==> config.mk <==
export PLATFORM = sky130hd
export DESIGN_NAME = tfm_controller
export DESIGN_NICKNAME = d
export VERILOG_FILES = /design/src/hw/rtl/tfm_pkg.sv /design/src/hw/rtl/tfm_controller.sv
export SDC_FILE = /design/constraint.sdc
export NUM_CORES = 1
export LEC_CHECK = 0
export BUFFER_PORTS_ARGS = -buffer_cell sky130_fd_sc_hd__buf_4
export CAP_MARGIN = 20
export CORE_MARGIN = 4
export CORE_UTILIZATION = 30
export CTS_CLUSTER_DIAMETER = 40
export DETAILED_ROUTE_END_ITERATION = 12
export HOLD_SLACK_MARGIN = 0.05
export SLEW_MARGIN = 20
export SYNTH_ARGS = -nofsm -noshare
export SYNTH_HDL_FRONTEND = slang
export SYNTH_SLANG_ARGS = --single-unit
==> constraint.sdc <==
create_clock -name clock -period 8 [get_ports clock]
set_input_delay 0 -clock clock [delete_from_list [all_inputs] [get_ports clock]]
set_output_delay 0 -clock clock [all_outputs]
set_load 0.005 [all_outputs]
==> src/hw/rtl/tfm_pkg.sv <==
package tfm_pkg;

   localparam int MAX_WIDTH     = 4096;
   localparam int MAX_HEIGHT    = 4096;
   localparam int PIXEL_BITS    = 8;
   localparam int COL_BITS      = $clog2(MAX_WIDTH);
   localparam int ROW_BITS      = $clog2(MAX_HEIGHT);
   localparam int DIM_BITS      = 13;
   localparam int SUM_BITS      = 45;
   localparam int MEAN_BITS     = 29;
   localparam int FRAC_BITS     = 8;
   localparam int DIVIDEND_BITS = SUM_BITS + FRAC_BITS;
   localparam int COUNT_BITS    = 2 * DIM_BITS - 1;
   localparam int STEP_BITS     = $clog2(DIVIDEND_BITS + 1);
   localparam int GRAD_BITS     = 12;
   localparam int MAG_BITS      = 10;
   localparam int SQ_BITS       = 2 * MAG_BITS;
   localparam int ENERGY_BITS   = SQ_BITS + 1;
   localparam int LUMA_BITS     = 22;
   localparam int LUMA_SHIFT    = 14;
   localparam int CSR_IDX_BITS  = 2;

   localparam logic [DIM_BITS-1:0] WIDTH_RESET  = 13'd640;
   localparam logic [DIM_BITS-1:0] HEIGHT_RESET = 13'd480;

   // rounded BT.601 luma weights, Q14
   localparam logic [LUMA_BITS-1:0] WEIGHT_BLUE  = 22'd1868;
   localparam logic [LUMA_BITS-1:0] WEIGHT_GREEN = 22'd9617;
   localparam logic [LUMA_BITS-1:0] WEIGHT_RED   = 22'd4899;
   localparam logic [LUMA_BITS-1:0] LUMA_ROUND   = 22'd8192;

   localparam logic [CSR_IDX_BITS-1:0] CSR_FRAME_WIDTH  = 2'd0;
   localparam logic [CSR_IDX_BITS-1:0] CSR_FRAME_HEIGHT = 2'd1;
   localparam logic [CSR_IDX_BITS-1:0] CSR_COLOR_MODE   = 2'd2;

   typedef enum logic [2:0] {
      S_IDLE,
      S_LOAD,
      S_TERM,
      S_ADV,
      S_DIVGO,
      S_DIV,
      S_OUT
   } state_type;

   // one column of the window: row r-2, row r-1, current row
   typedef struct packed {
      logic [PIXEL_BITS-1:0] p2;
      logic [PIXEL_BITS-1:0] p1;
      logic [PIXEL_BITS-1:0] cur;
   } column_type;

   typedef struct packed {
      logic valid;
      logic edge_right;   // center is the last column of the row
      logic col1;         // center is column 0, left reflects to column 1
      logic top;          // center row is row 0, upper row reflects
      logic bottom;       // center row is the last row
   } term_cmd_type;

   typedef struct packed {
      logic         pix_load;
      logic         load;
      term_cmd_type term;
      logic         acc_clear;
      logic         div_start;
      logic         rsp_load;
   } dp_cmd_type;

endpackage

==> src/hw/rtl/tfm_controller.sv <==
module tfm_controller (
   input  logic                                clock,
   input  logic                                reset,
   input  logic                                req_valid,
   output logic                                req_ready,
   output logic                                rsp_valid,
   input  logic                                rsp_ready,
   input  logic                                csr_valid,
   output logic                                csr_ready,
   input  logic [tfm_pkg::CSR_IDX_BITS-1:0]    csr_index,
   input  logic [tfm_pkg::DIM_BITS-1:0]        csr_data,
   input  logic                                div_done,
   output tfm_pkg::dp_cmd_type                 dp_cmd,
   output logic [tfm_pkg::COL_BITS-1:0]        col_addr,
   output logic [tfm_pkg::DIM_BITS-1:0]        width_eff,
   output logic [tfm_pkg::DIM_BITS-1:0]        height_eff,
   output logic                                color_mode
);
   import tfm_pkg::*;

   state_type             state_ff, state_in;
   logic [1:0]            term_ff, term_in;
   logic [COL_BITS-1:0]   col_ff, col_in;
   logic [ROW_BITS-1:0]   row_ff, row_in;
   logic [DIM_BITS-1:0]   width_ff, height_ff;
   logic                  color_mode_ff;
   logic                  rsp_valid_ff, rsp_valid_in;
   logic                  csr_write;
   logic                  last_col, last_row, out_free;
   logic                  term_valid;

   assign csr_ready = 1'b1;
   assign csr_write = csr_valid && (csr_index == CSR_FRAME_WIDTH
                      || csr_index == CSR_FRAME_HEIGHT || csr_index == CSR_COLOR_MODE);

   always_comb begin
      priority if (width_ff < DIM_BITS'(2)) width_eff = DIM_BITS'(2);
      else if (width_ff > DIM_BITS'(MAX_WIDTH)) width_eff = DIM_BITS'(MAX_WIDTH);
      else width_eff = width_ff;
      priority if (height_ff < DIM_BITS'(2)) height_eff = DIM_BITS'(2);
      else if (height_ff > DIM_BITS'(MAX_HEIGHT)) height_eff = DIM_BITS'(MAX_HEIGHT);
      else height_eff = height_ff;
   end

   assign last_col = {1'b0, col_ff} == width_eff - 1'b1;
   assign last_row = {1'b0, row_ff} == height_eff - 1'b1;
   assign out_free = !rsp_valid_ff || rsp_ready;

   // term 0: center c-1, term 1: right edge, terms 2/3: same for the bottom row
   always_comb begin
      unique case (term_ff)
         2'd0: term_valid = row_ff != '0 && col_ff != '0;
         2'd1: term_valid = row_ff != '0 && last_col;
         2'd2: term_valid = last_row && col_ff != '0;
         2'd3: term_valid = last_row && last_col;
      endcase
   end

   // next state
   always_comb begin
      state_in = state_ff;
      unique case (state_ff)
         S_IDLE:  if (req_valid) state_in = S_LOAD;
         S_LOAD:  state_in = S_TERM;
         S_TERM:  if (term_ff == 2'd3) state_in = S_ADV;
         S_ADV:   state_in = (last_col && last_row) ? S_DIVGO : S_IDLE;
         S_DIVGO: state_in = S_DIV;
         S_DIV:   if (div_done) state_in = S_OUT;
         S_OUT:   if (out_free) state_in = S_IDLE;
         default: state_in = S_IDLE;
      endcase
   end

   // outputs
   always_comb begin
      dp_cmd                 = '0;
      req_ready              = state_ff == S_IDLE;
      dp_cmd.pix_load        = state_ff == S_IDLE && req_valid;
      dp_cmd.load            = state_ff == S_LOAD;
      dp_cmd.term.valid      = state_ff == S_TERM && term_valid;
      dp_cmd.term.edge_right = term_ff[0];
      dp_cmd.term.bottom     = term_ff[1];
      dp_cmd.term.col1       = col_ff == COL_BITS'(1);
      dp_cmd.term.top        = row_ff == ROW_BITS'(1);
      dp_cmd.acc_clear       = csr_write;
      dp_cmd.div_start       = state_ff == S_DIVGO;
      dp_cmd.rsp_load        = state_ff == S_OUT && out_free;
   end

   always_comb begin
      term_in      = (state_ff == S_TERM) ? term_ff + 1'b1 : 2'd0;
      col_in       = col_ff;
      row_in       = row_ff;
      rsp_valid_in = rsp_valid_ff;
      if (state_ff == S_ADV) begin
         if (last_col) begin
            col_in = '0;
            row_in = last_row ? '0 : row_ff + 1'b1;
         end else begin
            col_in = col_ff + 1'b1;
         end
      end
      if (csr_write) begin
         col_in = '0;
         row_in = '0;
      end
      if (dp_cmd.rsp_load) begin
         rsp_valid_in = 1'b1;
      end else if (rsp_ready) begin
         rsp_valid_in = 1'b0;
      end
   end

   always_ff @(posedge clock) begin
      if (reset) begin
         state_ff      <= S_IDLE;
         term_ff       <= 2'd0;
         col_ff        <= '0;
         row_ff        <= '0;
         width_ff      <= WIDTH_RESET;
         height_ff     <= HEIGHT_RESET;
         color_mode_ff <= 1'b0;
         rsp_valid_ff  <= 1'b0;
      end else begin
         state_ff     <= state_in;
         term_ff      <= term_in;
         col_ff       <= col_in;
         row_ff       <= row_in;
         rsp_valid_ff <= rsp_valid_in;
         if (csr_valid) begin
            unique case (csr_index)
               CSR_FRAME_WIDTH:  width_ff      <= csr_data;
               CSR_FRAME_HEIGHT: height_ff     <= csr_data;
               CSR_COLOR_MODE:   color_mode_ff <= csr_data[0];
               default:          ;
            endcase
         end
      end
   end

   assign rsp_valid  = rsp_valid_ff;
   assign col_addr   = col_ff;
   assign color_mode = color_mode_ff;

   a_term_sweep_ends: assert property (@(posedge clock) disable iff (reset)
      (state_ff == S_TERM && term_ff == 2'd3) |=> state_ff == S_ADV)
      else $error("term sweep did not end in advance");
   a_col_in_row: assert property (@(posedge clock) disable iff (reset)
      {1'b0, col_ff} < width_eff) else $error("column beyond row width");
   a_result_posted: assert property (@(posedge clock) disable iff (reset)
      dp_cmd.rsp_load |=> rsp_valid_ff) else $error("result not posted");
   a_term_only_in_term: assert property (@(posedge clock) disable iff (reset)
      dp_cmd.term.valid |=> (state_ff == S_TERM || state_ff == S_ADV))
      else $error("energy term outside sweep");

endmodule

**Word-level counts from Yosys, hierarchy flattened**

Index checks and enable logic that the tools add are counted.

- Output and inout bits: 52
- Logic and storage cells: 77
- Register bits: 57
- Input bits: 21

- Mux-type cells: 15
- Equal/unequal tests: 19
- $add $sub $neg: 5
- Reductions and logical operators: 25
- Magnitude comparators: 4
- Bitwise logic cells: 1

Operators by type and width:

| kind | count |
|---|---|
| 13-bit 2-to-1 mux | 4 |
| 12-bit by 13-bit equality test with 1-bit output | 2 |
| 13-bit > comparator (second input constant) | 2 |
| 13-bit by 2-bit < comparator with 1-bit output (second input constant) | 2 |
| 13-bit by 1-bit subtractor with 13-bit output (second input constant) | 2 |
| 12-bit by 1-bit adder with 12-bit output (second input constant) | 2 |
| 12-bit by 1-bit equality test with 1-bit output (second input constant) | 2 |
| 12-bit 2-to-1 mux | 2 |
| 12-bit nonzero test | 2 |
| 3-bit one-hot mux with 7 select lines | 1 |
| 3-bit 2-to-1 mux | 5 |
| 3-bit equality test (second input constant) | 3 |
| 1-bit logical AND | 8 |
| 2-bit != test (second input constant) | 4 |
| 2-bit AND reduction | 4 |
| 2-bit equality test (second input constant) | 3 |
| 3-bit by 2-bit equality test with 1-bit output (second input constant) | 2 |
| 2-bit by 1-bit equality test with 1-bit output (second input constant) | 2 |
| 2-bit zero test | 2 |
| 1-bit one-hot mux with 4 select lines | 1 |
| 4-bit AND reduction | 1 |
| 2-bit OR reduction | 2 |
| 3-bit by 1-bit equality test with 1-bit output (second input constant) | 1 |
| 3-bit zero test | 1 |
| 6 further kinds | 9 |

**Longest topological paths before layout**

Gate-level depths: netlist (run 1).

- Depth in word-level cells: 8
- Depth in mapped cells: 17

**Worst setup path before layout (run 1)**

No wires, ideal clock.

- Kind: flip-flop to flip-flop
- Start: reg width_ff[7]
- End: reg row_ff[6]
- Data arrival time: 4.227 ns
- Required time: 7.904 ns
- Path buffers: 4
- Cell stages (with the launch flop): 16
- Slack: 3.677 ns
- Path through: dfxtp_1 -> clkbuf_1 -> or4_1 -> o41ai_1 -> ha_1 -> clkbuf_1 -> nand2_1 -> mux2i_1 -> mux2i_1 -> nor4_1 -> or4b_1 -> buf_2 -> or3_1 -> buf_2 -> nand2b_4 -> o41ai_2

- Cells in the longest elaborated chain, start to end: 6

RTL lines:

| what | line | text |
|---|---|---|
| from (decl) | tfm_controller.sv:25 | `logic [DIM_BITS-1:0] width_ff, height_ff;` |
| from (signal assigned) | tfm_controller.sv:132 | `CSR_FRAME_WIDTH: width_ff <= csr_data;` |
| 13-bit > comparator | tfm_controller.sv:38 | `else if (width_ff > DIM_BITS'(MAX_WIDTH)) width_eff = DIM_BITS'(MAX_WIDTH);` |
| 13-bit 2-to-1 mux | tfm_controller.sv:38 |  |
| 13-bit 2-to-1 mux (*) | tfm_controller.sv:37 | `priority if (width_ff < DIM_BITS'(2)) width_eff = DIM_BITS'(2);` |
| 13-bit by 1-bit subtractor with 13-bit output (*) | tfm_controller.sv:45 | `assign last_col = {1'b0, col_ff} == width_eff - 1'b1;` |
| 12-bit by 13-bit equality test with 1-bit output (*) | tfm_controller.sv:45 |  |
| 2-bit AND reduction (no source line) (*) | - |  |
| to (signal assigned) | tfm_controller.sv:128 | `row_ff <= row_in;` |
| to (decl) | tfm_controller.sv:24 | `logic [ROW_BITS-1:0] row_ff, row_in;` |

Mark *: on every way between the ends. The rest lies on a longest branch, timed or not.
A chain may end at the register's enable or synchronous reset.

**Final worst setup path (run 1)**

- Start: reg width_ff[7]
- End: reg row_ff[0]

Same word-level chain as after synthesis.

==> flow_metrics.py, run 1 <==
metrics = {
    "status": {
        "status": "finished clean",
    },
    "drt": {
        "route.detailed.drc": 0,
        "wire_per_inst_um": 16.25,
        "ant_nets": 0,
        "drt_iter0_markers": 376,
        "wl_um": 13110,
        "dr.pass1.iters": 5,
        "dr_total_vias": 4375,
        "avgViaCountPerCell": 5.421,
    },
    "timing": {
        "rsz0062_at_grt": "false",
        "final_hold_viol_count": 0,
        "finalSetupTns_ns": 0,
        "period_minus_slack_ns": 5.095,
        "max_freq_ghz": 0.1963,
        "worst_pin_slew_ns": 0.9139,
        "max-slew-margin-rel_pct": 38.99,
        "report.final.slew_viol_count": 0,
        "final-setup-viol-count": 0,
        "finalClockSkew_ns": 0.009219,
        "fin_crit_sh_pct": 63.69,
    },
    "yosys": {
        "async_reset_ff_share_pct": 0,
        "synth_seq_area_share_pct": 26.61,
        "synthMuxAreaShare_pct": 1.430,
        "syn-instance-count": 583,
        "syn_area_um2": 4288,
        "ys.flop_type": "dfxtp_1",
        "synth_nets": 615,
        "synth_edf_count": 0,
        "yosys_warnings": 0,
        "synth_xor_area_share_pct": 6.332,
        "synth_top_family_by_area": "simple AND/OR/NAND/NOR gates",
        "synth_top_area_share_pct": 26.61,
        "synth_compound_area_share_pct": 19.52,
        "synth_top_area_cell": "dfxtp_1",
        "synth-simple-area-share_pct": 35.28,
        "synth.avg_cell_area_um2": 7.355,
        "yosys-top-cells-area": "dfxtp_1 (27%), nand2_1 (6.4%), nor2_1 (4.4%)",
        "synth_fa_ha_area_share_pct": 3.210,
        "yosysUniqueCellTypes": 72,
        "synth_seq_cells": 57,
    },
    "clock_network": {
        "cts_tree": "done",
        "clk_pin_slew_ns": 0.05,
        "cts_buffers": 9,
        "cts_root_buffer": "clkbuf_16",
        "clk_latency_ns": 0.32,
        "cts_sinks": 57,
        "clockBufferDepth": 2,
        "post-cts-setup-buffers": 0,
        "ctsResizeCount": 0,
        "cts_max_level": 3,
    },
    "placed_design": {
        "dp_cells": 778,
        "dp_hpwl_um": 9716,
        "port_buffers": 71,
        "place.gp.congestion": 0.9139,
    },
    "finish": {
        "syn_to_final_growth_pct": 22.53,
        "final_cell_mix": "nand2_1 (73), buf_4 (73), dfxtp_1 (57)",
        "multi_input_area_um2": 2824,
        "nNetsFinal": 655,
        "sequential_cell_area_um2": 1141,
        "antenna_cells": 0,
        "fill_cells": 1442,
        "stdcell_count": 807,
        "drive_above_1_share_pct": 16.91,
    },
    "critical_path": {
        "worstSetupStartpointType": "register",
        "critPathArrivalTime_ns": 5.29,
        "crit_path_end_kind": "register",
        "path_class": "reg2reg",
        "cp.required_ns": 8.19,
        "critPathMaxFanout": 14,
    },
    "grt": {
        "grt_overflow_total": 0,
        "grt_usage_pct": 16.13,
        "antenna_found_initial": 0,
        "grt_max_degree": 38,
        "grt_pass1_wl_um": 21450,
        "grt_pass1_vias": 4114,
    },
    "die": {
        "rows": 43,
        "die_y_um": 127.6,
        "dieWidth_um": 127.6,
        "initial_utilization_pct": 30.77,
        "die_area_um2": 16270,
        "core_area_um2": 13930,
        "io-pin-count": 73,
    },
    "power_and_ir_drop": {
        "vdd_ir_drop_max_uv": 99.63,
        "powerDensity_nw_per_um2": 151.2,
        "p_leak_nw": 2.047,
    },
    "run": {
        "maxCapViolations": 0,
    },
    "hold_path": {
        "hp-class": "in2reg",
    },
}
cells in the mapped netlist (6+ instances only):
master,number
xor2_1,10
nand2_1,73
nand3b_1,12
clkbuf_1,46
a21oi_1,32
nor3_1,11
dfxtp_1,57
nand3_1,18
inv_1,21
nand2b_1,7
nor2_1,50
ha_1,11
nor4_1,19
nor2b_1,27
nand4_1,12
o21ai_0,11
o21bai_1,6
buf_2,6
nor3b_1,6
and3_1,15
xnor2_1,21
critical path, cell delays in order, from the launching register on:
cell	delay [ns]
dfxtp_1	0.40
or4_1	0.64
o41ai_1	0.64
ha_1	0.57
or4bb_1	0.45
o21ai_0	0.09
o311ai_1	0.11
nor4_1	0.30
or4b_1	0.65
or3_1	0.56
nand2_1	0.41
o22ai_1	0.13
layer usage:
layer | part of all wire [%] | up-vias | track usage, %
met1 | 47 | 2077 | 21.31
li1 | - | 2150 | -
met4 | 2.1 | 0 | 5.363
met3 | 5.3 | 18 | 3.512
met5 | 0 | - | 0
met2 | 46 | 130 | 26.11
worst paths after layout:
check	from	end	slack, ns	depth (start not counted)
worst min-delay path	reset	state_ff[1]	0.07	2
worst max register to register	width_ff[7]	row_ff[0]	2.91	11
worst max-delay path	width_ff[7]	row_ff[0]	2.91	11
worst min register to register	width_ff[0]	width_ff[0]	0.50	2
state kept, by name, summed over array words and instances (netlist names):
signal,cells
rsp_valid,1
height_ff,13
term_ff,2
row_ff,12
state_ff,3
col_addr,12
color_mode,1
width_ff,13
stage by stage:
step / hold slack [ns] / util (%) / area, um2 / power [mW] / setup WS [ns]
floorplan: 0.1103 / - / 4288 / 0.3755 / 3.677
global placement: 0.2423 / 34.57 / 4817 / 0.4111 / 3.133
detailed placement: 0.2387 / 34.57 / 4817 / 0.4126 / 2.972
CTS: 0.06295 / 37.70 / 5254 / 0.7996 / 2.953
global route: 0.06480 / 37.70 / 5254 / 0.8280 / 2.503
finish: 0.06955 / 37.70 / 5254 / 0.7942 / 2.905
repair_timing:
action	CTS	global route
endpoints found under the hold margin	28	0
endpoints found under the setup margin	0	0
hold buffers	14	0
cells by family after synthesis:
family | count (synthesis)
DFF | 57
buffers and inverters | 79
AOI/OAI and AO/OA | 116
other | 1
muxes | 6
xor gates and xnor gates | 31
adders and majority gates | 11
and+or+nand+nor | 282
layout make-up:
type | count | area share [%]
repair buffers | 87 | 13.10
inverters | 21 | 1.500
well taps | 180 | 4.287
clock inverters | 3 | 0.7621
multi-input cells | 447 | 53.75
clock buffers | 12 | 4.882
flip-flops and latches | 57 | 21.72
power by group:
part	internal (mW)	leakage [nW]	switching, mW	total [mW]
Clock	0.255	0.148	0.126	0.381
Combinational	0.0519	1.44	0.0570	0.109
Sequential	0.291	0.462	0.0140	0.305
Total	0.597	2.05	0.197	0.794
(Power assumes the default switching activity.)
==> run 2: changes to the inputs <==
==> constraint.sdc (replaced) <==
create_clock -name clock -period 4.9 [get_ports clock]
set_input_delay 0 -clock clock [delete_from_list [all_inputs] [get_ports clock]]
set_output_delay 0 -clock clock [all_outputs]
set_load 0.005 [all_outputs]
==> run 2 against run 1 <==
Against the previous run: via count increased by 0.59%; combinational power increased by 69%; clock skew down 0.0034 ns; routed wire length shrank 1.1%; final cell count grew 0.99%; hold slack gained 0.0014 ns; critical path depth is the same; worst setup slack worse by 2.6 ns; highest routed layer unchanged; count of clock-buffer cells in the layout down 2; global-route usage is 0.22 points lower; sequential power increased by 62%.
==> flow_metrics.py, run 2 (synthesis results as in run 1) <==
metrics = {
    "status": {
        "status": "finished clean",
    },
    "drt": {
        "wire_per_inst_um": 15.92,
        "ant_nets": 0,
        "dr_total_vias": 4401,
        "wl_um": 12970,
        "route.detailed.drc": 0,
        "dr.pass1.iters": 5,
        "drt_iter0_markers": 387,
        "avgViaCountPerCell": 5.400,
    },
    "critical_path": {
        "critPathMaxFanout": 10,
        "path_class": "reg2reg",
        "crit_family": "simple AND/OR/NAND/NOR gates",
        "path_buf_inv": 0,
        "cpPeakStageDelay_ns": 0.65,
        "crit_chain": "or4_1 -> o41ai_2 -> ha_1 -> or4bb_1 -> o21ai_0 -> o311ai_1 -> nor4_1 -> or4b_1 -> or3_1 -> nand2b_4 -> o41ai_2",
        "crit_top_cell": "o41ai_2",
        "worstSetupStartpointType": "register",
        "critPathArrivalTime_ns": 4.82,
        "crit_slowest_cell": "or4_1",
        "cp.required_ns": 5.13,
        "crit_path_end_kind": "register",
    },
    "finish": {
        "final_cell_mix": "buf_4 (80), nand2_1 (72), dfxtp_1 (57)",
        "nNetsFinal": 662,
        "drive_above_1_share_pct": 18.43,
        "syn_to_final_growth_pct": 23.64,
        "final_common_cell": "buf_4",
        "antenna_cells": 0,
        "reg_top3": "height_ff (13), width_ff (13)",
        "final_util_pct": 38.04,
    },
    "die": {
        "core_area_um2": 13930,
        "initial_utilization_pct": 30.77,
        "io-pin-count": 73,
        "dieWidth_um": 127.6,
        "rows": 43,
        "die_area_um2": 16270,
        "die_y_um": 127.6,
    },
    "power_and_ir_drop": {
        "p_sw_share_pct": 27.31,
        "vdd_ir_drop_max_uv": 177.5,
        "p_leak_nw": 2.069,
        "clkPwrFrac_pct": 46.3,
        "power_frac_comb_pct": 14.6,
        "powerDensity_nw_per_um2": 238.2,
        "p_int_mw": 0.9178,
        "seqPwrFrac_pct": 39.1,
        "p_sw_mw": 0.3448,
    },
    "clock_network": {
        "cts_tree": "done",
        "cts_sinks": 57,
        "clk_latency_ns": 0.33,
        "cts_buffers": 9,
        "cts_root_buffer": "clkbuf_16",
        "cts_max_level": 3,
        "clk_pin_slew_ns": 0.05,
        "clockBufferDepth": 2,
        "post-cts-setup-buffers": 0,
    },
    "timing": {
        "finalSetupTns_ns": 0,
        "fin_crit_sh_pct": 93.65,
        "report.final.slew_viol_count": 0,
        "max-slew-margin-rel_pct": 45.13,
        "worst_pin_slew_ns": 0.8200,
        "final-setup-viol-count": 0,
        "finalClockSkew_ns": 0.005849,
        "final_hold_viol_count": 0,
        "rsz0062_at_grt": "false",
        "period_minus_slack_ns": 4.589,
        "max_freq_ghz": 0.2179,
    },
    "placed_design": {
        "dp_hpwl_um": 9681,
        "place.gp.congestion": 0.8704,
        "port_buffers": 71,
    },
    "run": {
        "maxCapViolations": 0,
    },
    "grt": {
        "antenna_found_initial": 0,
        "grt_usage_pct": 15.91,
        "grt_pass1_vias": 4137,
        "grt_pass1_wl_um": 21250,
        "grt_max_degree": 36,
        "grt_overflow_total": 0,
    },
    "hold_path": {
        "hp-class": "in2reg",
    },
}
==> run 2: area by class of cell <==
class	instances	area (um2)
fill	1442	8633
multi-input combinational	447	2834
sequential	57	1141
timing repair buffer	94	740.7
clock buffer	10	239.0
tap	180	225.2
inverter	21	78.83
clock inverter	6	42.54
==> run 2: per-layer routing <==
metal	wire length, um	global-route usage, %	up-vias
li1	-	-	2159
met1	6180	21.72	2061
met2	5828	24.84	161
met3	753	3.721	20
met4	208	4.984	0
met5	0	0	-
==> run 2: path summary, 6_finish.rpt <==
check                            startpoint  slack [ns]  depth (start not counted)          end
worst max-delay path            width_ff[7]        0.31                         11    row_ff[3]
worst min-delay path                  reset        0.07                          2  state_ff[1]
worst max register to register  width_ff[7]        0.31                         11    row_ff[3]
worst min register to register   color_mode        0.50                          2   color_mode
==> run 2: power groups by stage <==
stage | logic [mW] | registers (mW) | clock network, mW
floorplan | 0.125 | 0.488 | 0
global placement | 0.171 | 0.503 | 0
detailed placement | 0.172 | 0.504 | 0
CTS | 0.182 | 0.494 | 0.594
global route | 0.204 | 0.497 | 0.616
finish | 0.184 | 0.494 | 0.584
==> run 2: repair_timing <==
| item | in CTS | in global routing |
|---|---|---|
| endpoints found under the hold margin | 28 | 0 |
| setup endpoints to repair | 0 | 24 |
| hold buffers | 14 | 0 |
| gates resized for setup | 0 | 2 |
==> run 2: through the flow <==
stage	std cells	power (mW)	hold slack, ns	setup WS (ns)	cell area [um2]
final	815	1.263	0.07098	0.3109	5301
after floorplan	583	0.6131	0.1103	0.5771	4288
after CTS	815	1.270	0.05976	0.1432	5291
after global placement	785	0.6745	0.2452	0.2980	4870
after detailed placement	785	0.6762	0.2394	0.1570	4870
after global routing	815	1.317	0.09451	0.001134	5301
