**config.mk**
```make
export PLATFORM = sky130hd
export DESIGN_NAME = tfm_divider
export DESIGN_NICKNAME = d
export VERILOG_FILES = /design/src/hw/rtl/tfm_pkg.sv /design/src/hw/rtl/tfm_divider.sv
export SDC_FILE = /design/constraint.sdc
export NUM_CORES = 1
export LEC_CHECK = 0
export BUFFER_PORTS_ARGS = -buffer_cell sky130_fd_sc_hd__buf_2
export CAP_MARGIN = 20
export CORE_AREA = 2 2 118 120
export CTS_CLUSTER_DIAMETER = 30
export DETAILED_ROUTE_END_ITERATION = 10
export DIE_AREA = 0 0 120 122
export GPL_TIMING_DRIVEN = 0
export HOLD_SLACK_MARGIN = 0.03
export PLACE_DENSITY_LB_ADDON = 0.25
export SLEW_MARGIN = 20
export SYNTH_ARGS = -nofsm -noshare
export SYNTH_HDL_FRONTEND = slang
export SYNTH_SLANG_ARGS = --single-unit
```
**constraint.sdc**
```tcl
create_clock -name clock -period 9 [get_ports clock]
set_input_delay 1.8 -clock clock [delete_from_list [all_inputs] [get_ports clock]]
set_output_delay 1.8 -clock clock [all_outputs]
set_load 0.02 [all_outputs]
```
**src/hw/rtl/tfm_pkg.sv**
```systemverilog
package tfm_pkg;

   localparam int MAX_WIDTH     = 4096;
   localparam int MAX_HEIGHT    = 4096;
   localparam int PIXEL_BITS    = 8;
   localparam int COL_BITS      = $clog2(MAX_WIDTH);
   localparam int ROW_BITS      = $clog2(MAX_HEIGHT);
   localparam int DIM_BITS      = 13;
   localparam int SUM_BITS      = 45;
   localparam int MEAN_BITS     = 29;
   localparam int FRAC_BITS     = 8;
   localparam int DIVIDEND_BITS = SUM_BITS + FRAC_BITS;
   localparam int COUNT_BITS    = 2 * DIM_BITS - 1;
   localparam int STEP_BITS     = $clog2(DIVIDEND_BITS + 1);
   localparam int GRAD_BITS     = 12;
   localparam int MAG_BITS      = 10;
   localparam int SQ_BITS       = 2 * MAG_BITS;
   localparam int ENERGY_BITS   = SQ_BITS + 1;
   localparam int LUMA_BITS     = 22;
   localparam int LUMA_SHIFT    = 14;
   localparam int CSR_IDX_BITS  = 2;

   localparam logic [DIM_BITS-1:0] WIDTH_RESET  = 13'd640;
   localparam logic [DIM_BITS-1:0] HEIGHT_RESET = 13'd480;

   // rounded BT.601 luma weights, Q14
   localparam logic [LUMA_BITS-1:0] WEIGHT_BLUE  = 22'd1868;
   localparam logic [LUMA_BITS-1:0] WEIGHT_GREEN = 22'd9617;
   localparam logic [LUMA_BITS-1:0] WEIGHT_RED   = 22'd4899;
   localparam logic [LUMA_BITS-1:0] LUMA_ROUND   = 22'd8192;

   localparam logic [CSR_IDX_BITS-1:0] CSR_FRAME_WIDTH  = 2'd0;
   localparam logic [CSR_IDX_BITS-1:0] CSR_FRAME_HEIGHT = 2'd1;
   localparam logic [CSR_IDX_BITS-1:0] CSR_COLOR_MODE   = 2'd2;

   typedef enum logic [2:0] {
      S_IDLE,
      S_LOAD,
      S_TERM,
      S_ADV,
      S_DIVGO,
      S_DIV,
      S_OUT
   } state_type;

   // one column of the window: row r-2, row r-1, current row
   typedef struct packed {
      logic [PIXEL_BITS-1:0] p2;
      logic [PIXEL_BITS-1:0] p1;
      logic [PIXEL_BITS-1:0] cur;
   } column_type;

   typedef struct packed {
      logic valid;
      logic edge_right;   // center is the last column of the row
      logic col1;         // center is column 0, left reflects to column 1
      logic top;          // center row is row 0, upper row reflects
      logic bottom;       // center row is the last row
   } term_cmd_type;

   typedef struct packed {
      logic         pix_load;
      logic         load;
      term_cmd_type term;
      logic         acc_clear;
      logic         div_start;
      logic         rsp_load;
   } dp_cmd_type;

endpackage

```
**src/hw/rtl/tfm_divider.sv**
```systemverilog
module tfm_divider (
   input  logic                                 clock,
   input  logic                                 reset,
   input  logic                                 start,
   input  logic [tfm_pkg::DIVIDEND_BITS-1:0]    dividend,
   input  logic [tfm_pkg::COUNT_BITS-1:0]       divisor,
   output logic                                 done,
   output logic [tfm_pkg::MEAN_BITS-1:0]        quotient
);
   import tfm_pkg::*;

   logic                     busy_ff, busy_in;
   logic                     done_ff, done_in;
   logic [STEP_BITS-1:0]     cnt_ff, cnt_in;
   logic [DIVIDEND_BITS-1:0] q_ff, q_in;
   logic [COUNT_BITS-1:0]    rem_ff, rem_in;
   logic [COUNT_BITS:0]      shifted;
   logic [COUNT_BITS:0]      diff;
   logic                     ge;

   // one restoring step per cycle, MSB first
   assign shifted = {rem_ff, q_ff[DIVIDEND_BITS-1]};
   assign ge      = shifted >= {1'b0, divisor};
   assign diff    = shifted - {1'b0, divisor};

   always_comb begin
      busy_in = busy_ff;
      done_in = 1'b0;
      cnt_in  = cnt_ff;
      q_in    = q_ff;
      rem_in  = rem_ff;
      if (start) begin
         busy_in = 1'b1;
         cnt_in  = STEP_BITS'(DIVIDEND_BITS);
         q_in    = dividend;
         rem_in  = '0;
      end else if (busy_ff) begin
         q_in   = {q_ff[DIVIDEND_BITS-2:0], ge};
         rem_in = ge ? diff[COUNT_BITS-1:0] : shifted[COUNT_BITS-1:0];
         cnt_in = cnt_ff - 1'b1;
         if (cnt_ff == STEP_BITS'(1)) begin
            busy_in = 1'b0;
            done_in = 1'b1;
         end
      end
   end

   always_ff @(posedge clock) begin
      if (reset) begin
         busy_ff <= 1'b0;
         done_ff <= 1'b0;
         cnt_ff  <= '0;
      end else begin
         busy_ff <= busy_in;
         done_ff <= done_in;
         cnt_ff  <= cnt_in;
      end
      q_ff   <= q_in;
      rem_ff <= rem_in;
   end

   assign done     = done_ff;
   assign quotient = q_ff[MEAN_BITS-1:0];

   a_start_idle: assert property (@(posedge clock) disable iff (reset)
      start |-> !busy_ff) else $error("divide started while busy");
   a_last_step_done: assert property (@(posedge clock) disable iff (reset)
      (busy_ff && !start && cnt_ff == STEP_BITS'(1)) |=> done_ff)
      else $error("divide finished without done");
   a_done_not_busy: assert property (@(posedge clock) disable iff (reset)
      done_ff |-> !busy_ff) else $error("done while busy");

endmodule

```
Word level (Yosys, flattened, before mapping)
Cells that the tools add are included.
{"block": "totals", "regBits": 86, "input_bits": 81, "output_inout_bits": 30, "word_cells": 23}
{"block": "classes", "addsub": 2, "magnitude_cmp": 1, "n_eq_ne": 1, "n_mux": 9, "n_bitwise": 1, "reduce_logical": 3}
{"op": "53-bit two-way mux", "n": 2}
{"op": "26-bit by 25-bit greater-or-equal comparator with 1-bit output", "n": 1}
{"op": "25-bit two-way mux", "n": 1}
{"op": "25-bit subtractor", "n": 1}
{"op": "6-bit two-way mux", "n": 2}
{"op": "6-bit by 1-bit == test with 1-bit output (second input constant)", "n": 1}
{"op": "6-bit by 1-bit subtractor with 6-bit output (second input constant)", "n": 1}
{"op": "1-bit two-way mux", "n": 4}
{"op": "3-bit OR reduction", "n": 1}
{"op": "2-bit nonzero test", "n": 1}
{"op": "2-bit OR reduction", "n": 1}
{"op": "1-bit NOT", "n": 1}

Depth between registers and ports, before layout
Gate-level depths: netlist of the first run.
{"block": "depth", "ltp_word": 4, "ltp_mapped": 14, "depth_no_buf": 12}

Worst setup path before layout of the first run
Ideal clock, no wire load.
{"block": "synth_path", "path_kind": "input to register", "startpoint": "input divisor[8] in the netlist's numbering", "endpoint": "register rem_ff[0]", "arrival_ns": 4.058, "slack_ns": 4.857, "stages": 11, "n_path_buf": 1, "cell_sequence": "inv_1 ha_1 a41o_1 a221oi_4 o21ai_2 a31oi_1 a31oi_1 nor4_2 buf_6 mux2_2 a211oi_1"}
{"block": "synth_between", "elab_chain_len": 2}
{"element": "start, declared", "line": "tfm_divider.sv:6", "source": "input logic [tfm_pkg::COUNT_BITS-1:0] divisor,"}
{"element": "26-bit by 25-bit greater-or-equal comparator with 1-bit output", "line": "tfm_divider.sv:23", "source": "assign ge = shifted >= {1'b0, divisor};"}
{"element": "25-bit two-way mux", "line": "tfm_divider.sv:39", "source": "rem_in = ge ? diff[COUNT_BITS-1:0] : shifted[COUNT_BITS-1:0];"}
{"element": "end signal, assigned", "line": "tfm_divider.sv:59", "source": "rem_ff <= rem_in;"}
{"element": "end, declared", "line": "tfm_divider.sv:16", "source": "logic [COUNT_BITS-1:0] rem_ff, rem_in;"}
No other way between the ends.
A chain may end at the register's enable or synchronous reset.

Worst setup path in the final report of the first run
{"block": "layout_path", "startpoint": "input divisor[0] in the netlist's numbering", "endpoint": "register rem_ff[0]"}
{"block": "layout_between", "elab_chain_len": 2, "elab_cells_between_ends": 3, "cone_classes": "add/sub: 1; order compare: 1; mux: 1"}
{"element": "25-bit subtractor / 26-bit by 25-bit greater-or-equal comparator with 1-bit output (equally long branches)", "line": "tfm_divider.sv:24, tfm_divider.sv:23"}
{"element": "25-bit two-way mux (*)", "line": "tfm_divider.sv:39"}
Mark *: on every way between the ends. The rest lies on a longest branch, timed or not.

==> results of run 1 <==
[critical path: cells and delay by family]
family                   cells  cell delay, ns
adder cells (fa/ha/maj)      2            0.55
AO/OA/AOI/OAI                6            1.23
multiplexers                 1            0.35
AND/OR/NAND/NOR              1            0.19
buffers and inverters        3            0.37
[report_power, final]
part / switching, W / internal [W]
clock network: 0.000156 / 0.000215
registers: 0.0000183 / 0.000460
logic: 0.000125 / 0.000116
[stage by stage]
step / area [um^2] / std cells
finish: 6420 / 818
CTS: 6420 / 818
detailed placement: 6120 / 803
global route: 6420 / 818
global placement: 6100 / 802
floorplan: 5330 / 513
[flip-flops by register name, indices dropped and copies added (netlist names)]
register and cells:
busy_ff 1, cnt_ff 6, done 1, q_ff 53, rem_ff 25
[cell usage after synthesis, types with 5 or more instances]
master	count
sky130_fd_sc_hd__buf_4	29
sky130_fd_sc_hd__mux2i_1	23
sky130_fd_sc_hd__nand3_1	8
sky130_fd_sc_hd__xnor2_1	17
sky130_fd_sc_hd__o21ai_0	18
sky130_fd_sc_hd__nor2_1	40
sky130_fd_sc_hd__a21oi_1	18
sky130_fd_sc_hd__nor3_1	8
sky130_fd_sc_hd__ha_1	27
sky130_fd_sc_hd__buf_1	5
sky130_fd_sc_hd__inv_1	34
sky130_fd_sc_hd__xor2_1	10
sky130_fd_sc_hd__edfxtp_1	53
sky130_fd_sc_hd__dfxtp_1	33
sky130_fd_sc_hd__a21o_1	12
sky130_fd_sc_hd__o31ai_1	5
sky130_fd_sc_hd__clkbuf_1	14
sky130_fd_sc_hd__a211oi_1	14
sky130_fd_sc_hd__nand2_1	33
sky130_fd_sc_hd__mux2_2	53
[layer usage]
metal  track usage  share of wire  up-vias
li1              -              -     2061
met1         0.202           0.46     1898
met2         0.273           0.49       96
met3        0.0239          0.038       17
met4        0.0574          0.018        0
met5             0              0        -
[how the worst max path moves through the flow]
stage                          start  slack [ns]  cells after the start                 endpoint
after CTS                 divisor[0]        4.74                     13   rem_ff[0]$_SDFFE_PP0P_
final                     divisor[0]        4.73                     13   rem_ff[0]$_SDFFE_PP0P_
after floorplan           divisor[8]        4.86                     11   rem_ff[0]$_SDFFE_PP0P_
after detailed placement  divisor[0]        4.40                     13   rem_ff[0]$_SDFFE_PP0P_
after global placement    divisor[0]        4.43                     14  rem_ff[19]$_SDFFE_PP0P_
after global routing      divisor[0]        4.54                     13   rem_ff[0]$_SDFFE_PP0P_
[cells by family after synthesis]
kind of cell    Yosys count  share of synthesized area
compound gates           97                      0.127
xor+xnor                 27                     0.0443
fa+ha+maj                28                     0.0671
buf+inv                  85                     0.0861
flops                    86                      0.422
mux                      76                      0.155
simple gates            114                     0.0981
[layout make-up]
cell class | instances | area (um^2) | share of cell area
clock inverter | 6 | 70.1 | 0.0109
clock buffer | 9 | 225 | 0.0351
multi-input combinational | 342 | 2620 | 0.408
sequential | 86 | 2250 | 0.351
timing repair buffer | 110 | 566 | 0.0881
tap | 180 | 225 | 0.0351
buffer | 51 | 332 | 0.0517
inverter | 34 | 128 | 0.0199
[cell usage in the layout (no fill, tap or decap), types with 3 or more instances in the layout]
cell                         count
sky130_fd_sc_hd__buf_2         109
sky130_fd_sc_hd__mux2_2         53
sky130_fd_sc_hd__edfxtp_1       53
sky130_fd_sc_hd__nor2_1         40
sky130_fd_sc_hd__inv_1          33
sky130_fd_sc_hd__nand2_1        33
sky130_fd_sc_hd__dfxtp_1        33
sky130_fd_sc_hd__buf_4          29
sky130_fd_sc_hd__ha_1           27
sky130_fd_sc_hd__mux2i_1        23
sky130_fd_sc_hd__a21oi_1        18
sky130_fd_sc_hd__o21ai_0        18
sky130_fd_sc_hd__xnor2_1        17
sky130_fd_sc_hd__clkbuf_1       14
sky130_fd_sc_hd__a211oi_1       14
sky130_fd_sc_hd__a21o_1         12
sky130_fd_sc_hd__xor2_1         10
sky130_fd_sc_hd__clkbuf_16       9
sky130_fd_sc_hd__nand3_1         8
sky130_fd_sc_hd__nor3_1          8
sky130_fd_sc_hd__buf_1           5
sky130_fd_sc_hd__o31ai_1         5
sky130_fd_sc_hd__and3_1          4
sky130_fd_sc_hd__nand4_1         4
sky130_fd_sc_hd__a31oi_1         4
sky130_fd_sc_hd__nor2b_1         4
sky130_fd_sc_hd__o2111ai_1       3
sky130_fd_sc_hd__a2111oi_0       3
sky130_fd_sc_hd__o211ai_1        3
sky130_fd_sc_hd__clkinvlp_4      3
==> qor.txt, run 1 <==
===========================================================================================
Placed wire-length estimate ..................................................      8970 um
Clock slew at the register clock pins of the worst setup and hold paths ......      0.07 ns
Wire length of the first global-routing pass .................................    18,700 um
Syn Std Cell Area ............................................................    5330 um^2
# setup viols final ..........................................................            0
FF-to-FF setup slack .........................................................      5.80 ns
Pwr Total ....................................................................    0.00109 W
Final Hold Viols .............................................................            0
CTS tree .....................................................................        built
Peak fanout along the critical path ..........................................           10
Reported leakage power .......................................................      2.95 nW
Crit Reg-Reg Endpoint ........................................................ rem_ff[0]$_SDFFE_PP0P_
PnR worst setup slack ........................................................      4.73 ns
Total DRC errors in the routed layout ........................................            0
Required arrival time at the worst endpoint ..................................      9.24 ns
HP Class ..................................................................... register to register
Critical Path Most Common Cell ............................................... sky130_fd_sc_hd__a31oi_1
Distinct cell type count after synthesis .....................................           54
Number of buffers added by the clock tree synthesis step .....................            9
Post-synth top flop .......................................................... sky130_fd_sc_hd__edfxtp_1
Critical path data arrival time ..............................................      4.51 ns
Overall die area .............................................................  14,600 um^2
Areal power density over the cells ...........................................  170 nW/um^2
Number of cells produced by synthesis ........................................          513
Worst setup slack after placement ............................................      4.40 ns
Slew @ Worst Pin .............................................................     0.562 ns
Latest clock arrival within the worst-skew pair ..............................      0.33 ns
# clock sinks ................................................................           86
Post-CTS Repair Setup Buffers ................................................            0
Worst supply voltage drop on vdd .............................................    0.0907 mV
Largest net degree at the start of global routing ............................           34
Worst Hold Slack .............................................................     0.490 ns
Post_cts resized .............................................................            0
Critical setup path kind ..................................................... input port to register
Synth area leaders ........................................................... sky130_fd_sc_hd__edfxtp_1 (30%), sky130_fd_sc_hd__dfxtp_1 (12%), sky130_fd_sc_hd__mux2_2 (11%)
Core Footprint ...............................................................  13,500 um^2
RSZ-0062 raised after global routing .........................................        false
Slowest stage cell on the critical path ...................................... sky130_fd_sc_hd__fa_1
Cell chain of the critical path .............................................. buf_2, ha_1, inv_1, fa_1, a21oi_1, o22a_1, o21ai_2, a31oi_1, a31oi_1, nor4_2, buf_6, mux2_2, a211oi_1
Total routing resource utilization after global routing ......................        0.158
Number of global-route vias before repair ....................................        3,889
Synthesis warning total ......................................................            0
Area share of the leading cell type in the synthesized netlist ...............        0.298
Fmax .........................................................................    0.234 GHz
Result of the run ............................................................ finished, final reports clean
Final nets ...................................................................          743
Synthesis-to-finish area growth ..............................................        20.4%
Share of synthesized registers carrying an async set or reset ................            0
Overall overflow remaining after global route ................................            0
Mapped Nets ..................................................................          622
Reg-to-Reg Start ............................................................. q_ff[52]$_DFFE_PP_
Sum of routed wire length over all layers ....................................    11,600 um
Share of post-route cells with drive strength above 1 ........................        0.343
Number of design-rule violations left by the first detailed-router iteration .          215
Worst Setup Start Kind .......................................................   input port
Crit-path max cell delay .....................................................      0.39 ns
Post-route clock period utilization ..........................................        0.474
Final setup TNS ..............................................................         0 ns
Fin util .....................................................................        0.475
Number of max-cap violations .................................................            0
Initial core utilization .....................................................        0.395
Routed via count .............................................................        4,072
Die outline height ...........................................................       122 um
CTS Root Cell ................................................................ sky130_fd_sc_hd__clkbuf_16
Depth of the worst register-to-register path .................................           13
Initial antenna violation count ..............................................            0
Final setup skew .............................................................   0.00733 ns
End point of the most critical hold path ..................................... rem_ff[13]$_SDFFE_PP0P_
First-pass DRT Iterations ....................................................            4
Number of synthesized register bits ..........................................           86
Sequential fraction of the synthesis area ....................................        0.422
Via density ..................................................................         4.98
Largest area contributor in the synthesized netlist .......................... sky130_fd_sc_hd__edfxtp_1
Number of enable flip-flop cells after synthesis .............................           53
Worst max-slew margin expressed relative to the limit ........................        0.625
Number of routed nets with antenna violations ................................            0
Clock tree buffer depth ......................................................            2
Weighted congestion at the end of routability-driven global placement ........        0.905
Diodes inserted ..............................................................            0
Wire length per cell after detailed routing ..................................      14.2 um
Count of cells along the worst hold path .....................................            2
CTS HTree Levels .............................................................            3
Final number of max-transition violations ....................................            0
Die X ........................................................................       120 um
Top-level I/O count ..........................................................          111
Hold-fix buffers at CTS ......................................................            0
Avg Synthesized Cell Area ....................................................    10.4 um^2
Critical path endpoint category ..............................................     register
Number of cell rows ..........................................................           43
Total of fill cells in the finished design ...................................        1,288
Number of I/O port buffers ...................................................          109
Startpoint of the lowest-slack hold path ..................................... rem_ff[13]$_SDFFE_PP0P_
Final worst path period need .................................................      4.27 ns
===========================================================================================
Note: power is estimated with default switching activity, not from simulation.
==> run 2: changes to the inputs <==
--- a/config.mk
+++ b/config.mk
@@ -5,12 +5,13 @@
 export SDC_FILE = /design/constraint.sdc
 export NUM_CORES = 1
 export LEC_CHECK = 0
+export ABC_AREA = 1
 export BUFFER_PORTS_ARGS = -buffer_cell sky130_fd_sc_hd__buf_2
 export CAP_MARGIN = 20
-export CORE_AREA = 2 2 118 120
+export CORE_AREA = 2 2 125 127
 export CTS_CLUSTER_DIAMETER = 30
 export DETAILED_ROUTE_END_ITERATION = 10
-export DIE_AREA = 0 0 120 122
+export DIE_AREA = 0 0 127 129
 export GPL_TIMING_DRIVEN = 0
 export HOLD_SLACK_MARGIN = 0.03
 export PLACE_DENSITY_LB_ADDON = 0.25
==> constraint.sdc (replaced) <==
create_clock -name clock -period 4.3 [get_ports clock]
set_input_delay 0.86 -clock clock [delete_from_list [all_inputs] [get_ports clock]]
set_output_delay 0.86 -clock clock [all_outputs]
set_load 0.02 [all_outputs]
==> qor.txt, run 2 <==
===========================================================================================
Overall overflow remaining after global route ................................            0
Most numerous cell types in the synthesized netlist .......................... sky130_fd_sc_hd__nand2_1 (367), sky130_fd_sc_hd__inv_1 (149), sky130_fd_sc_hd__edfxtp_1 (53), sky130_fd_sc_hd__nand3_1 (49), sky130_fd_sc_hd__nor2_1 (35)
Number of buffers added by the clock tree synthesis step .....................            9
CTS Root Cell ................................................................ sky130_fd_sc_hd__clkbuf_16
Number of synthesized register bits ..........................................           86
Fmax .........................................................................    0.387 GHz
Areal power density over the cells ...........................................  293 nW/um^2
HP Class ..................................................................... register to register
Cell total after placement ...................................................        1,187
Largest net degree at the start of global routing ............................           37
Die X ........................................................................       127 um
RSZ-0062 raised after global routing .........................................        false
Number of I/O port buffers ...................................................          110
Post_cts resized .............................................................            0
Wire length per cell after detailed routing ..................................      12.6 um
Post-route clock period utilization ..........................................        0.600
Top-level I/O count ..........................................................          111
Number of flip-flops in the largest register .................................           53
Initial core utilization .....................................................        0.407
Registers with the most flip-flops ........................................... q_ff: 53 flops, rem_ff: 25 flops, cnt_ff: 6 flops
Slew @ Worst Pin .............................................................     0.595 ns
CTS tree .....................................................................        built
Mapped Nets ..................................................................          997
Diodes inserted ..............................................................            0
Initial antenna violation count ..............................................            0
Via density ..................................................................         4.67
Most instantiated library cell after synthesis ............................... sky130_fd_sc_hd__nand2_1
Clock slew at the register clock pins of the worst setup and hold paths ......      0.07 ns
Number of design-rule violations left by the first detailed-router iteration .          257
Hold-fix buffers at CTS ......................................................            0
Critical path endpoint category ..............................................     register
Placed wire-length estimate ..................................................    11,700 um
Avg Synthesized Cell Area ....................................................    6.86 um^2
Number of max-cap violations .................................................            0
Most frequent standard cell in the layout excluding fill and tap cells ....... sky130_fd_sc_hd__nand2_1
Number of routed nets with antenna violations ................................            0
Die outline height ...........................................................       129 um
Sequential fraction of the synthesis area ....................................        0.370
Worst Setup Start Kind .......................................................   input port
Final number of max-transition violations ....................................            0
Final worst path period need .................................................      2.58 ns
First-pass DRT Iterations ....................................................            4
Worst supply voltage drop on vdd .............................................     0.215 mV
Commonest non-fill, non-tap cells in the layout .............................. sky130_fd_sc_hd__nand2_1 (367), sky130_fd_sc_hd__inv_1 (149), sky130_fd_sc_hd__buf_2 (117), sky130_fd_sc_hd__edfxtp_1 (53), sky130_fd_sc_hd__nand3_1 (49)
Result of the run ............................................................ finished, final reports clean
Routed via count .............................................................        5,618
Synthesis-to-finish area growth ..............................................        18.1%
Largest area contributor in the synthesized netlist .......................... sky130_fd_sc_hd__edfxtp_1
Synthesis warning total ......................................................            0
Final standard cell count with taps included and fillers excluded ............        1,203
Reported leakage power .......................................................      3.90 nW
Final nets ...................................................................        1,119
Number of enable flip-flop cells after synthesis .............................           53
Sum of routed wire length over all layers ....................................    15,200 um
Post-CTS Repair Setup Buffers ................................................            0
Share of post-route cells with drive strength above 1 ........................        0.194
Wire length of the first global-routing pass .................................    25,300 um
Latest clock arrival within the worst-skew pair ..............................      0.35 ns
Share of synthesized registers carrying an async set or reset ................            0
Clock tree buffer depth ......................................................            2
Peak fanout along the critical path ..........................................           10
Total routing resource utilization after global routing ......................        0.194
Final setup TNS ..............................................................         0 ns
Total DRC errors in the routed layout ........................................            0
Distinct cell type count after synthesis .....................................           37
Most flops, register .........................................................         q_ff
Required arrival time at the worst endpoint ..................................      4.54 ns
Critical path data arrival time ..............................................      2.82 ns
Number of cell rows ..........................................................           45
Number of global-route vias before repair ....................................        5,498
Syn Std Cell Area ............................................................    6090 um^2
Overall die area .............................................................  16,400 um^2
Synth area leaders ........................................................... sky130_fd_sc_hd__edfxtp_1 (26%), sky130_fd_sc_hd__nand2_1 (23%), sky130_fd_sc_hd__dfxtp_1 (11%)
Area share of the leading cell type in the synthesized netlist ...............        0.261
Final Hold Viols .............................................................            0
Weighted congestion at the end of routability-driven global placement ........        0.933
Post-synth top flop .......................................................... sky130_fd_sc_hd__edfxtp_1
Number of cells produced by synthesis ........................................          888
Final setup skew .............................................................    0.0101 ns
Worst max-slew margin expressed relative to the limit ........................        0.604
# setup viols final ..........................................................            0
CTS HTree Levels .............................................................            3
Critical setup path kind ..................................................... input port to register
Core Footprint ...............................................................  15,000 um^2
# clock sinks ................................................................           86
===========================================================================================
==> run 2: changes by cell type in the layout (fill, tap and decap cells not counted), moves of 7 or more <==
cell                       before  now
sky130_fd_sc_hd__nand2_1       33  367
sky130_fd_sc_hd__inv_1         33  149
sky130_fd_sc_hd__mux2_2        53    0
sky130_fd_sc_hd__nand3_1        8   49
sky130_fd_sc_hd__nand4_1        4   32
sky130_fd_sc_hd__mux2i_1       23    0
sky130_fd_sc_hd__a211oi_1      14    2
sky130_fd_sc_hd__a21o_1        12    2
sky130_fd_sc_hd__nand3_2        0   10
sky130_fd_sc_hd__buf_2        109  117
sky130_fd_sc_hd__o21ai_0       18   10
sky130_fd_sc_hd__xor2_1        10    2
sky130_fd_sc_hd__nor3_1         8    1
==> run 2: cell families (layout without fill, tap and decap cells) <==
kind of cell / count (synthesis) / after routing / share of synthesized area
flip-flops: 86 / 86 / 0.370
AO/OA/AOI/OAI: 35 / 35 / 0.0333
buffers and inverters: 207 / 334 / 0.151
adder cells (fa/ha/maj): 28 / 28 / 0.0587
XOR/XNOR: 14 / 14 / 0.0201
AND/OR/NAND/NOR: 518 / 518 / 0.368
==> run 2: power by group <==
part / leakage [nW] / total, W / internal (W) / switching, W
registers: 0.812 / 0.000977 / 0.000950 / 0.0000274
logic: 2.95 / 0.000347 / 0.000144 / 0.000203
clock network: 0.133 / 0.000784 / 0.000405 / 0.000379
==> run 2: path summary, 6_finish.rpt <==
check | start | slack, ns | cells after the start | endpoint
min | rem_ff[24]$_SDFFE_PP0P_ | 0.48 | 2 | rem_ff[24]$_SDFFE_PP0P_
min reg2reg | rem_ff[24]$_SDFFE_PP0P_ | 0.48 | 2 | rem_ff[24]$_SDFFE_PP0P_
max reg2reg | q_ff[52]$_DFFE_PP_ | 1.90 | 11 | rem_ff[12]$_SDFFE_PP0P_
max | divisor[0] | 1.72 | 11 | rem_ff[12]$_SDFFE_PP0P_
==> run 2: routing by layer <==
metal  part of all wire  wire length (um)  global-route usage  vias up
met4              0.024               369              0.0730        0
met3              0.055               844              0.0383       24
met1               0.46              6980               0.248     2479
li1                   -                 -                   -     2970
met2               0.46              7020               0.327      145
met5                  0                 0                   0        -
==> run 2: layout make-up <==
cell class / count / area [um^2]
Tap cell: 188 / 235
Sequential cell: 86 / 2250
Fill cell: 1566 / 7780
Clock buffer: 9 / 225
Multi-Input combinational cell: 595 / 2920
Buffer: 53 / 343
Inverter: 154 / 578
Clock inverter: 7 / 67.6
Timing Repair Buffer: 111 / 571
==> run 2: critical path, cell delays in order <==
cell	delay, ns
sky130_fd_sc_hd__buf_2	0.10
sky130_fd_sc_hd__ha_1	0.13
sky130_fd_sc_hd__inv_1	0.08
sky130_fd_sc_hd__fa_1	0.47
sky130_fd_sc_hd__nand3_1	0.12
sky130_fd_sc_hd__nand3_1	0.20
sky130_fd_sc_hd__nand2_2	0.23
sky130_fd_sc_hd__buf_2	0.31
sky130_fd_sc_hd__nand4_1	0.15
sky130_fd_sc_hd__nand3_1	0.11
sky130_fd_sc_hd__nand2_1	0.06
==> run 2: through the flow <==
step                instance area [um^2]  hold slack (ns)  utilization  power (W)  setup WS, ns
floorplan                           6090            0.432            -    0.00123          1.20
detailed placement                  6900            0.463        0.461    0.00134          1.37
CTS                                 7190            0.475        0.480    0.00213          1.72
global route                        7190            0.498        0.480    0.00221          1.54
finish                              7190            0.477        0.480    0.00211          1.72
global placement                    6880            0.451        0.459    0.00134        0.0148
